<file path="src/rtl/core/tdpc_pkg.sv">
// ----------------------------------------------------------------------------
// tdpc_pkg
// Types, constants and helper functions shared by the two-dimensional parity
// codec modules.
// ----------------------------------------------------------------------------
package tdpc_pkg;

  // Results that one check-mode block may emit at most.
  localparam int MaxOut = 8;

  // Largest flip count that the output field can show.
  localparam int FlipsMax = 127;

  // Depth of the command queue between front and back.
  localparam int QueueDepth = 2;
  localparam int QPtrW      = $clog2(QueueDepth);
  localparam int QCntW      = $clog2(QueueDepth + 1);

  typedef enum logic [1:0] {
    OP_STORE,
    OP_ENCODE,
    OP_BURST
  } cmd_op_e;

  // One command from the front to the back.
  //   OP_STORE:  data is the received byte, flag is its row-parity failure,
  //              first marks the first row of a block.
  //   OP_ENCODE: data is the byte, flag asks for the column byte in aux.
  //   OP_BURST:  data is the failing-column mask, flips is the flip count.
  typedef struct packed {
    cmd_op_e    op;
    logic [7:0] data;
    logic [7:0] aux;
    logic       flag;
    logic       first;
    logic [6:0] flips;
  } cmd_t;

  typedef enum logic [1:0] {
    ST_IDLE,
    ST_BYTE,
    ST_COLUMN,
    ST_ROW
  } back_state_e;

  // One when the byte holds an odd number of ones.
  function automatic logic odd_ones(input logic [7:0] v);
    logic p;
    p = 1'b0;
    for (int b = 0; b < 8; b++) begin
      p = p ^ v[b];
    end
    return p;
  endfunction

  // Number of ones in a byte.
  function automatic logic [3:0] ones(input logic [7:0] v);
    logic [3:0] n;
    n = 4'd0;
    for (int b = 0; b < 8; b++) begin
      n = n + {3'd0, v[b]};
    end
    return n;
  endfunction

endpackage

</file>
<file path="src/rtl/core/tdpc_queue.sv">
// ----------------------------------------------------------------------------
// tdpc_queue
// Short first-in first-out queue of commands between front and back.
// ----------------------------------------------------------------------------
module tdpc_queue
  import tdpc_pkg::*;
(
  input  logic clk_i,
  input  logic rst_ni,
  input  logic push_i,
  input  cmd_t data_i,
  input  logic pop_i,
  output cmd_t data_o,
  output logic full_o,
  output logic empty_o
);

  cmd_t             slot_q [QueueDepth];
  logic [QPtrW-1:0] wptr_q, wptr_d;
  logic [QPtrW-1:0] rptr_q, rptr_d;
  logic [QCntW-1:0] count_q, count_d;

  function automatic logic [QPtrW-1:0] bump(input logic [QPtrW-1:0] p);
    return (p == QPtrW'(QueueDepth - 1)) ? '0 : p + QPtrW'(1);
  endfunction

  assign full_o  = (count_q == QCntW'(QueueDepth));
  assign empty_o = (count_q == '0);
  assign data_o  = slot_q[rptr_q];

  always_comb begin
    wptr_d  = push_i ? bump(wptr_q) : wptr_q;
    rptr_d  = pop_i ? bump(rptr_q) : rptr_q;
    count_d = count_q;
    if (push_i && !pop_i) begin
      count_d = count_q + QCntW'(1);
    end else if (pop_i && !push_i) begin
      count_d = count_q - QCntW'(1);
    end
  end

  always_ff @(posedge clk_i or negedge rst_ni) begin
    if (!rst_ni) begin
      wptr_q  <= '0;
      rptr_q  <= '0;
      count_q <= '0;
    end else begin
      wptr_q  <= wptr_d;
      rptr_q  <= rptr_d;
      count_q <= count_d;
    end
  end

  always_ff @(posedge clk_i) begin
    if (push_i) begin
      slot_q[wptr_q] <= data_i;
    end
  end

`ifndef NO_ASSERTIONS
  a_no_overflow: assert property (@(posedge clk_i) disable iff (!rst_ni)
    push_i |-> (!full_o || pop_i))
    else $error("command pushed into a full queue");
  a_no_underflow: assert property (@(posedge clk_i) disable iff (!rst_ni)
    pop_i |-> !empty_o)
    else $error("command popped from an empty queue");
`endif

endmodule

</file>
<file path="src/rtl/core/tdpc_front.sv">
// ----------------------------------------------------------------------------
// tdpc_front
// Accepts input items, keeps the per-block row count, column accumulator and
// failing-row count, and turns each item into a command for the back.
// ----------------------------------------------------------------------------
module tdpc_front
  import tdpc_pkg::*;
#(
  parameter int ROWS = 8
) (
  input  logic       clk_i,
  input  logic       rst_ni,
  input  logic       cfg_we_i,
  input  logic       cfg_wdata_i,
  input  logic       in_valid_i,
  output logic       in_ready_o,
  input  logic [7:0] byte_value_i,
  input  logic       row_parity_i,
  input  logic       full_i,
  output logic       push_o,
  output cmd_t       cmd_o
);

  localparam int RCW  = $clog2(ROWS + 1);
  localparam int PW   = RCW + 4;
  localparam int PwX  = (PW > 7) ? PW : 7;

  logic           mode_q;
  logic [RCW-1:0] row_count_q, row_count_d;
  logic [RCW-1:0] bad_cnt_q, bad_cnt_d;
  logic [7:0]     acc_q, acc_d;

  logic           take;
  logic [7:0]     acc_next;
  logic           row_bad;
  logic [PW-1:0]  prod;
  logic [PwX-1:0] prod_x;
  logic [6:0]     flips;

  assign in_ready_o = !full_i;
  assign take       = in_valid_i && !full_i;
  assign acc_next   = acc_q ^ byte_value_i;
  assign row_bad    = odd_ones(byte_value_i) ^ row_parity_i;

  // Flip count: failing rows times failing columns, saturated.
  assign prod   = PW'(bad_cnt_q) * PW'(ones(acc_next));
  assign prod_x = PwX'(prod);
  assign flips  = (prod_x > PwX'(FlipsMax)) ? 7'(FlipsMax) : prod_x[6:0];

  always_comb begin
    row_count_d = row_count_q;
    bad_cnt_d   = bad_cnt_q;
    acc_d       = acc_q;
    push_o      = 1'b0;
    cmd_o       = '{op: OP_ENCODE, data: byte_value_i, aux: acc_next,
                    flag: 1'b0, first: 1'b0, flips: flips};
    if (cfg_we_i) begin
      row_count_d = '0;
      bad_cnt_d   = '0;
      acc_d       = '0;
    end else if (take) begin
      push_o = 1'b1;
      if (!mode_q) begin
        if (row_count_q >= RCW'(ROWS - 1)) begin
          cmd_o.flag  = 1'b1;
          row_count_d = '0;
          acc_d       = '0;
        end else begin
          row_count_d = row_count_q + RCW'(1);
          acc_d       = acc_next;
        end
      end else if (row_count_q < RCW'(ROWS)) begin
        cmd_o.op    = OP_STORE;
        cmd_o.flag  = row_bad;
        cmd_o.first = (row_count_q == '0);
        row_count_d = row_count_q + RCW'(1);
        bad_cnt_d   = bad_cnt_q + RCW'(row_bad);
        acc_d       = acc_next;
      end else begin
        cmd_o.op    = OP_BURST;
        cmd_o.data  = acc_next;
        row_count_d = '0;
        bad_cnt_d   = '0;
        acc_d       = '0;
      end
    end
  end

  always_ff @(posedge clk_i or negedge rst_ni) begin
    if (!rst_ni) begin
      mode_q      <= 1'b0;
      row_count_q <= '0;
      bad_cnt_q   <= '0;
      acc_q       <= '0;
    end else begin
      if (cfg_we_i) begin
        mode_q <= cfg_wdata_i;
      end
      row_count_q <= row_count_d;
      bad_cnt_q   <= bad_cnt_d;
      acc_q       <= acc_d;
    end
  end

`ifndef NO_ASSERTIONS
  a_cfg_clears: assert property (@(posedge clk_i) disable iff (!rst_ni)
    cfg_we_i |=> (row_count_q == '0 && acc_q == '0 && bad_cnt_q == '0))
    else $error("configuration write did not drop the partial block");
  a_bad_bounded: assert property (@(posedge clk_i) disable iff (!rst_ni)
    bad_cnt_q <= row_count_q)
    else $error("failing-row count exceeds stored rows");
`endif

endmodule

</file>
<file path="src/rtl/core/tdpc_back.sv">
// ----------------------------------------------------------------------------
// tdpc_back
// Carries out queued commands: stores received rows, emits encoded bytes and
// column parity, and plays the corrected rows back after a check block.
// ----------------------------------------------------------------------------
module tdpc_back
  import tdpc_pkg::*;
#(
  parameter int ROWS = 8
) (
  input  logic       clk_i,
  input  logic       rst_ni,
  input  cmd_t       cmd_i,
  input  logic       empty_i,
  output logic       pop_o,
  output logic       out_valid_o,
  input  logic       out_ready_i,
  output logic [7:0] out_byte_o,
  output logic       out_parity_o,
  output logic       is_column_parity_o,
  output logic [6:0] flips_made_o,
  output logic       last_o
);

  localparam int AW      = $clog2(ROWS);
  localparam int NOut    = (ROWS < MaxOut) ? ROWS : MaxOut;

  back_state_e   state_q, state_d;
  logic [AW-1:0] wptr_q, wptr_d;
  logic [AW-1:0] ridx_q, ridx_d;
  logic [AW-1:0] waddr, rd_addr;
  logic          wr_en;

  logic [8:0]    row_mem [ROWS];
  logic [8:0]    rd_q;

  logic [7:0]    hold_q, col_q;
  logic          with_col_q;
  logic [6:0]    flips_q;
  logic          load;

  logic [7:0]    byte_out;
  logic          row_last;

  assign waddr    = cmd_i.first ? '0 : wptr_q;
  assign row_last = (ridx_q == AW'(NOut - 1));

  always_comb begin
    state_d = state_q;
    wptr_d  = wptr_q;
    ridx_d  = ridx_q;
    rd_addr = ridx_q;
    pop_o   = 1'b0;
    wr_en   = 1'b0;
    load    = 1'b0;
    unique case (state_q)
      ST_IDLE: begin
        rd_addr = '0;
        if (!empty_i) begin
          pop_o = 1'b1;
          unique case (cmd_i.op)
            OP_STORE: begin
              wr_en  = 1'b1;
              wptr_d = waddr + AW'(1);
            end
            OP_ENCODE: begin
              load    = 1'b1;
              state_d = ST_BYTE;
            end
            OP_BURST: begin
              load    = 1'b1;
              ridx_d  = '0;
              state_d = ST_ROW;
            end
            default: begin
              state_d = ST_IDLE;
            end
          endcase
        end
      end
      ST_BYTE: begin
        if (out_ready_i) begin
          state_d = with_col_q ? ST_COLUMN : ST_IDLE;
        end
      end
      ST_COLUMN: begin
        if (out_ready_i) begin
          state_d = ST_IDLE;
        end
      end
      ST_ROW: begin
        if (out_ready_i) begin
          if (row_last) begin
            state_d = ST_IDLE;
          end else begin
            ridx_d  = ridx_q + AW'(1);
            rd_addr = ridx_q + AW'(1);
          end
        end
      end
      default: begin
        state_d = ST_IDLE;
      end
    endcase
  end

  always_ff @(posedge clk_i or negedge rst_ni) begin
    if (!rst_ni) begin
      state_q <= ST_IDLE;
      wptr_q  <= '0;
      ridx_q  <= '0;
    end else begin
      state_q <= state_d;
      wptr_q  <= wptr_d;
      ridx_q  <= ridx_d;
    end
  end

  // Row store: one write port, one registered read port.
  always_ff @(posedge clk_i) begin
    if (wr_en) begin
      row_mem[waddr] <= {cmd_i.flag, cmd_i.data};
    end
    rd_q <= row_mem[rd_addr];
  end

  always_ff @(posedge clk_i) begin
    if (load) begin
      hold_q     <= cmd_i.data;
      col_q      <= cmd_i.aux;
      with_col_q <= cmd_i.flag;
      flips_q    <= cmd_i.flips;
    end
  end

  always_comb begin
    out_valid_o        = 1'b0;
    byte_out           = hold_q;
    is_column_parity_o = 1'b0;
    flips_made_o       = 7'd0;
    last_o             = 1'b0;
    unique case (state_q)
      ST_IDLE: begin
        out_valid_o = 1'b0;
      end
      ST_BYTE: begin
        out_valid_o = 1'b1;
      end
      ST_COLUMN: begin
        out_valid_o        = 1'b1;
        byte_out           = col_q;
        is_column_parity_o = 1'b1;
        last_o             = 1'b1;
      end
      ST_ROW: begin
        out_valid_o  = 1'b1;
        byte_out     = rd_q[7:0] ^ (rd_q[8] ? hold_q : 8'd0);
        flips_made_o = flips_q;
        last_o       = row_last;
      end
      default: begin
        out_valid_o = 1'b0;
      end
    endcase
  end

  assign out_byte_o   = byte_out;
  assign out_parity_o = odd_ones(byte_out);

`ifndef NO_ASSERTIONS
  a_row_holds: assert property (@(posedge clk_i) disable iff (!rst_ni)
    (state_q == ST_ROW && !out_ready_i) |=> $stable(rd_q))
    else $error("stalled corrected row changed");
`endif

endmodule

</file>
<file path="src/rtl/core/two_dimensional_parity_codec_top.sv">
// ----------------------------------------------------------------------------
// two_dimensional_parity_codec_top
// Two-dimensional even-parity encoder and single-block corrector.
// ----------------------------------------------------------------------------
//
//   Channel  Signals                                  Direction  Handshake
//   cfg      cfg_we_i, cfg_wdata_i                    in         write enable
//   in       byte_value_i, row_parity_i               in         valid/ready
//   out      out_byte_o, out_parity_o,                out        valid/ready
//            is_column_parity_o, flips_made_o, last_o
//
// The front accepts an item in any cycle in which the two-entry command queue
// has room, so a stalled output backs up only after two items are queued.
// Encode mode gives one result per item in the cycle after it reaches the back;
// the last byte of a block adds the column parity result once its byte result is taken.
// In check mode a data byte only writes the row store; the column byte starts
// a burst of min(ROWS, 8) corrected rows, one per cycle from the store's
// registered read port, so the burst and the stalls on out set the rate.
// Reset clears control state only; the row store needs no clearing pass, as
// every check block writes all of its rows before they are read.
//
module two_dimensional_parity_codec_top
  import tdpc_pkg::*;
#(
  parameter int ROWS = 8
) (
  input  logic       clk_i,
  input  logic       rst_ni,
  input  logic       cfg_we_i,
  input  logic       cfg_wdata_i,
  input  logic       in_valid_i,
  output logic       in_ready_o,
  input  logic [7:0] byte_value_i,
  input  logic       row_parity_i,
  output logic       out_valid_o,
  input  logic       out_ready_i,
  output logic [7:0] out_byte_o,
  output logic       out_parity_o,
  output logic       is_column_parity_o,
  output logic [6:0] flips_made_o,
  output logic       last_o
);

  // Commands travel from front to back through the queue.
  cmd_t push_cmd;
  cmd_t head_cmd;
  logic push;
  logic pop;
  logic full;
  logic empty;

  // The front classifies each item and tracks per-block parity state.
  tdpc_front #(
    .ROWS (ROWS)
  ) u_front (
    .clk_i        (clk_i),
    .rst_ni       (rst_ni),
    .cfg_we_i     (cfg_we_i),
    .cfg_wdata_i  (cfg_wdata_i),
    .in_valid_i   (in_valid_i),
    .in_ready_o   (in_ready_o),
    .byte_value_i (byte_value_i),
    .row_parity_i (row_parity_i),
    .full_i       (full),
    .push_o       (push),
    .cmd_o        (push_cmd)
  );

  tdpc_queue u_queue (
    .clk_i   (clk_i),
    .rst_ni  (rst_ni),
    .push_i  (push),
    .data_i  (push_cmd),
    .pop_i   (pop),
    .data_o  (head_cmd),
    .full_o  (full),
    .empty_o (empty)
  );

  // The back owns the row store and drives the result channel.
  tdpc_back #(
    .ROWS (ROWS)
  ) u_back (
    .clk_i              (clk_i),
    .rst_ni             (rst_ni),
    .cmd_i              (head_cmd),
    .empty_i            (empty),
    .pop_o              (pop),
    .out_valid_o        (out_valid_o),
    .out_ready_i        (out_ready_i),
    .out_byte_o         (out_byte_o),
    .out_parity_o       (out_parity_o),
    .is_column_parity_o (is_column_parity_o),
    .flips_made_o       (flips_made_o),
    .last_o             (last_o)
  );

`ifndef NO_ASSERTIONS
  a_col_is_last: assert property (@(posedge clk_i) disable iff (!rst_ni)
    (out_valid_o && is_column_parity_o) |-> (last_o && flips_made_o == 7'd0))
    else $error("column parity result is not the final one of its block");
`endif

endmodule
</file>
<file path="config.mk">
export PLATFORM = sky130hd
export DESIGN_NAME = two_dimensional_parity_codec_top
export DESIGN_NICKNAME = d
export VERILOG_FILES = /design/src/rtl/core/tdpc_pkg.sv /design/src/rtl/core/tdpc_queue.sv /design/src/rtl/core/tdpc_front.sv /design/src/rtl/core/tdpc_back.sv /design/src/rtl/core/two_dimensional_parity_codec_top.sv
export SDC_FILE = /design/constraint.sdc
export NUM_CORES = 1
export LEC_CHECK = 0
export ABC_AREA = 0
export BUFFER_PORTS_ARGS = -buffer_cell sky130_fd_sc_hd__buf_4
export CAP_MARGIN = 20
export CORE_MARGIN = 1
export CORE_UTILIZATION = 65
export DETAILED_ROUTE_END_ITERATION = 12
export PLACE_DENSITY = 0.83
export SKIP_LAST_GASP = 1
export SYNTH_ARGS = -nofsm -noshare
export SYNTH_HDL_FRONTEND = slang
export SYNTH_SLANG_ARGS = --single-unit
</file>
<file path="constraint.sdc">
create_clock -name clk_i -period 8 [get_ports clk_i]
set_input_delay 0.8 -clock clk_i [delete_from_list [all_inputs] [get_ports clk_i]]
set_output_delay 0.8 -clock clk_i [all_outputs]
set_load 0.02 [all_outputs]
</file>
After elaboration in Yosys (flattened, before gate mapping) --
Memories as Yosys holds them, arrays and structs flattened. A register that Yosys moved wholly into a read port is not among the register bits. Cells that the tools add are included.
Storage, ports and cells: memories 2, output and inout port bits 20, flip-flop bits (word level) 53, word-level logic and storage cells 152, bits in writable memories 126
Operators by class: bitwise operators 18, $add $sub $neg 15, multiplexer cells 65, equality and inequality tests 14, $lt $le $gt $ge 3, reductions and logical operators 20, $mul 1
Memory list:
- u_back.row_mem | words 8, width 9, read ports 1, clocked after Yosys merged registers in 1, write ports 1, RTL line tdpc_back.sv:34 | logic [8:0] row_mem [ROWS];
- u_queue.slot_q | words 2, width 27, read ports 1, clocked after Yosys merged registers in 0, write ports 1, RTL line tdpc_queue.sv:18 | cmd_t slot_q [QueueDepth];
Operator list (number):
- $mux W8 | 7
- $mux W4 | 9
- $mux W10 | 3
- $add A4 B1 Y4 | 7
- $mux W2 | 12
- $mux W1 | 20
- $pmux W8 S2 | 1
- $xor A8 B8 Y8 | 2
- $mux W3 | 5
- $xor A1 B1 Y1 | 15
- $mux W7 | 2
- $ne A2 B2 Y1 const B | 6
- $pmux W3 S2 | 2
- $eq A2 B2 Y1 const B | 4
- $gt A8 B7 Y1 const B | 1
- $mul A4 B4 Y8 | 1
- $pmux W2 S4 | 1
- $reduce_bool A2 Y1 | 4
- $add A3 B1 Y3 const B | 2
- $logic_not A2 Y1 | 3
- $pmux W2 S3 | 1
- $reduce_and A3 Y1 | 2
- $reduce_and A6 Y1 | 1
- $add A4 B1 Y4 const B | 1
- 17 further kinds | 24

Longest topological paths before layout --
depth in word-level cells 13, depth in mapped cells 22, depth with buffers taken out 22

Cells and area by module --
Synthesis repeated with hierarchy kept, for this count alone.
Unflattened totals: cells, all modules 698, area total of the unflattened synthesis 9042.4 µm²
By module, submodules not included:
- tdpc_back | cells an instance 350, seq. area each 3263.1 µm², area an instance 4787.1 µm², instances 1
- tdpc_queue | cells an instance 100, seq. area each 1721.7 µm², area an instance 2234.6 µm², instances 1
- tdpc_front | cells an instance 248, seq. area each 425.4 µm², area an instance 2020.7 µm², instances 1

Least setup slack after synthesis --
Ideal clock, no wire load.
path kind input port to flip-flop, from in byte_value_i[0], to mem u_queue.slot_q[0][0] (netlist name), data pin, required time 7.722 ns, slack 2.069 ns, buffers on the path 0, data arrival time 5.652 ns, stages 20, library setup time 0.278 ns, path through xor2_1 -> ha_1 -> inv_1 -> fa_1 -> fa_1 -> inv_1 -> fa_1 -> inv_1 -> fa_1 -> nand2b_1 -> fa_1 -> fa_1 -> inv_1 -> ha_1 -> a21o_1 -> a21oi_1 -> o21bai_1 -> a21oi_1 -> xor2_1 -> nand2_1
RTL lines:
- from (decl) | RTL line two_dimensional_parity_codec_top.sv:33 | input logic [7:0] byte_value_i,
- to (decl) | RTL line tdpc_queue.sv:18

==> out/results.ini <==
[place]
routabilityCongestion=0.7948
io_buffers=34
dp_hpwl_microns=11530
placedCellCount=829

[setup_path]
cp_cell_sequence=buf_4, xor2_1, ha_1, inv_1, fa_1, fa_1, inv_1, fa_1, inv_1, fa_1, nand2b_1, fa_1, fa_1, inv_1, ha_1, a21o_1, a21oi_1, o21bai_1, a21oi_1, xor2_1, nand2b_1
required_ns=8.15
cp-end-kind=register
crit_family=adder cells
path_class=input pin to register
path_max_fanout=7
crit_path_start_kind=input pin
slowest_delay_ns=0.56
critPathArrivalTime_ns=6.40
crit_slowest_cell=fa_1
critical_path_buf_inv_count=5
critPathMostFrequentCell=fa_1

[route]
routed_wl_microns=17050
dr.pass1.iters=8
wl_per_cell_microns=19.78
vias=5216
vias_per_cell=6.051
top_layer=met4
wl_met2_microns=8400
drcViolationCount=0
drt_iter0_markers=439
ant_nets=0
wl_met1_microns=7465
route.met3.wl_microns=824

[sta]
period_share_pct=78.06
relSlewSlack_pct=26.46
rsz0062_at_grt=false
max_freq_mhz=160.1
setup_viol=0
hold_violations=0
tns_ns=0
finalClockSkew_ns=0.007845
slew_viol_final=0
worst_pin_slew_ns=1.103
fin_crit_ns=6.244

[global_routing]
grt_pass1_wl_microns=27920
grt_pass1_vias=5318
grt_antenna_before_repair=0
grt_max_degree=37
grt_usage_pct=26.74
globalRouteOverflowTotal=0

[layout]
diodes=0
drive_gt1_share_pct=20.41
nets=726
final_common_cell=edfxtp_1
post-route-util_pct=73.96
layout_common_cells=edfxtp_1 (150), nand2_1 (48), buf_4 (43), o21ai_0 (35), mux2_2 (34)
layout.cells.non_filler=862
syn2layout_area_growth_pct=11.42

[floorplanning]
dieWidth_microns=118.1
ios=35
core_sq_mm=0.01319
dieArea_sq_mm=0.01394
num_rows=42
initial_utilization_pct=66.38
die_h_microns=118.1

[synthesis]
yosys_warnings=0
syn_area_sq_mm=0.008756
synth_cell_types=58
syn-instance-count=632
synthFlopType=edfxtp_1
avgSynthCellArea_sq_um=13.85
syn_nets=685
synth-edff-count=150
seq_area_frac_synth_pct=61.79
ys_async_sr_fraction_pct=15.43
ys_ff_latch=188

[clock_network]
numCtsBuffers=17
cts-htree-levels=4
clkTransAtPathRegs_ns=0.07
cts_sinks=188
cts_resized=0
tritoncts=yes
cts_hold_buf=0
clk_latency_ns=0.43
postCtsSetupRepairBufs=0
cts_root_buffer=clkbuf_16
cts.path.max_buffers=2

[power]
p_per_area_mw_per_mm2=336.4
peakVddDrop_v=0.0002056
leakagePower_nw=3.676
power_mw=3.282

[outcome]
outcome=finished, final reports clean

[flow_run]
cap_violations=0

[worst_hold_path]
hold_class=input pin to asynchronous set/reset pin

[registers in the layout, summed over array words and instances (netlist names)]
| signal | cells |
|---|---|
| u_back.row_mem | 72 |
| u_queue.slot_q | 54 |
| u_back.rd_q | 9 |
| u_back.col_q | 8 |
| u_back.hold_q | 8 |
| u_front.acc_q | 8 |
| u_back.flips_q | 7 |
| u_front.bad_cnt_q | 4 |
| u_front.row_count_q | 4 |
| u_back.ridx_q | 3 |
| u_back.wptr_q | 3 |
| u_back.state_q | 2 |
| u_queue.count_q | 2 |
| u_back.with_col_q | 1 |
| u_front.mode_q | 1 |
| u_queue.rptr_q | 1 |
| u_queue.wptr_q | 1 |
[cell usage after synthesis, drive strengths merged (2+ instances only)]
master | number | area (sq um)
edfxtp | 150 | 4504
nand2 | 48 | 180.2
o21ai | 38 | 190.2
mux2 | 35 | 397.9
ha | 30 | 375.4
xnor2 | 30 | 262.8
dfrtp | 29 | 725.7
inv | 29 | 108.9
nor2 | 27 | 121.4
mux2i | 22 | 220.2
a21oi | 21 | 105.1
and2 | 21 | 133.9
a221oi | 16 | 196.4
nand2b | 14 | 87.58
clkbuf | 12 | 46.29
xor2 | 12 | 105.1
buf | 10 | 100.1
a31o | 9 | 78.83
dfxtp | 9 | 180.2
a221o | 8 | 80.08
fa | 8 | 160.2
nor2b | 6 | 37.54
nor3 | 6 | 30.03
a22o | 5 | 43.79
a31oi | 5 | 31.28
and3 | 4 | 30.03
a22oi | 3 | 22.52
nand3 | 3 | 15.01
or2 | 3 | 18.77
o21bai | 2 | 15.01
or3 | 2 | 12.51
[routing by layer]
metal  vias up  GRT usage, %
li1       2416             -
met2       167         43.46
met4         0         11.70
met3        28         4.457
met5         -             0
met1      2605         35.78
[cell families (layout without fill, tap and decap cells)]
kind of cell | count (synthesis) | after routing | synth area share (%)
AOI/OAI and AO/OA | 118 | 118 | 9.989
DFF | 188 | 188 | 61.79
adders and majority gates | 38 | 38 | 6.116
buffers and inverters | 51 | 105 | 2.915
and+or+nand+nor | 138 | 138 | 7.931
xor gates and xnor gates | 42 | 42 | 4.201
muxes | 57 | 57 | 7.059
[metrics by stage]
step / hold WS (ns) / cell area (sq um) / setup slack (ns)
6_report: 0.3028 / 9756 / 1.756
5_1_grt: 0.3241 / 9756 / 1.493
4_1_cts: 0.3023 / 9741 / 1.790
3_5_place_dp: 0.4969 / 9155 / 1.418
3_3_place_gp: 0.4863 / 9155 / 1.675
2_1_floorplan: 0.4603 / 8756 / 2.069
[path summary, 6_finish.rpt]
path,depth (start not counted),start,to,slack (ns)
setup / recovery,21,byte_value_i[0],u_queue.slot_q[1][2],1.76
setup reg to reg,20,u_front.acc_q[0],u_queue.slot_q[1][2],1.85
hold reg to reg,1,u_queue.wptr_q,u_queue.wptr_q,0.51
max in group asynchronous,1,rst_ni,u_back.wptr_q[1],7.39
min in group clk_i,1,u_queue.wptr_q,u_queue.wptr_q,0.51
hold / removal,1,rst_ni,u_front.acc_q[1],0.30
[power breakdown]
part | internal, mW | switching [mW]
clock | 0.472 | 0.358
combinational | 0.440 | 0.626
sequential | 1.29 | 0.0904
[layout make-up]
| class | instances | area (sq um) |
|---|---|---|
| flip-flops and latches | 188 | 5410 |
| fillers | 826 | 3435 |
| repair buffers | 44 | 337.8 |
| clock inverters | 12 | 138.9 |
| inverters | 29 | 108.9 |
| multi-input cells | 393 | 3093 |
| well taps | 176 | 220.2 |
| clock buffers | 20 | 446.7 |
Power figures use the tool's default switching activity.
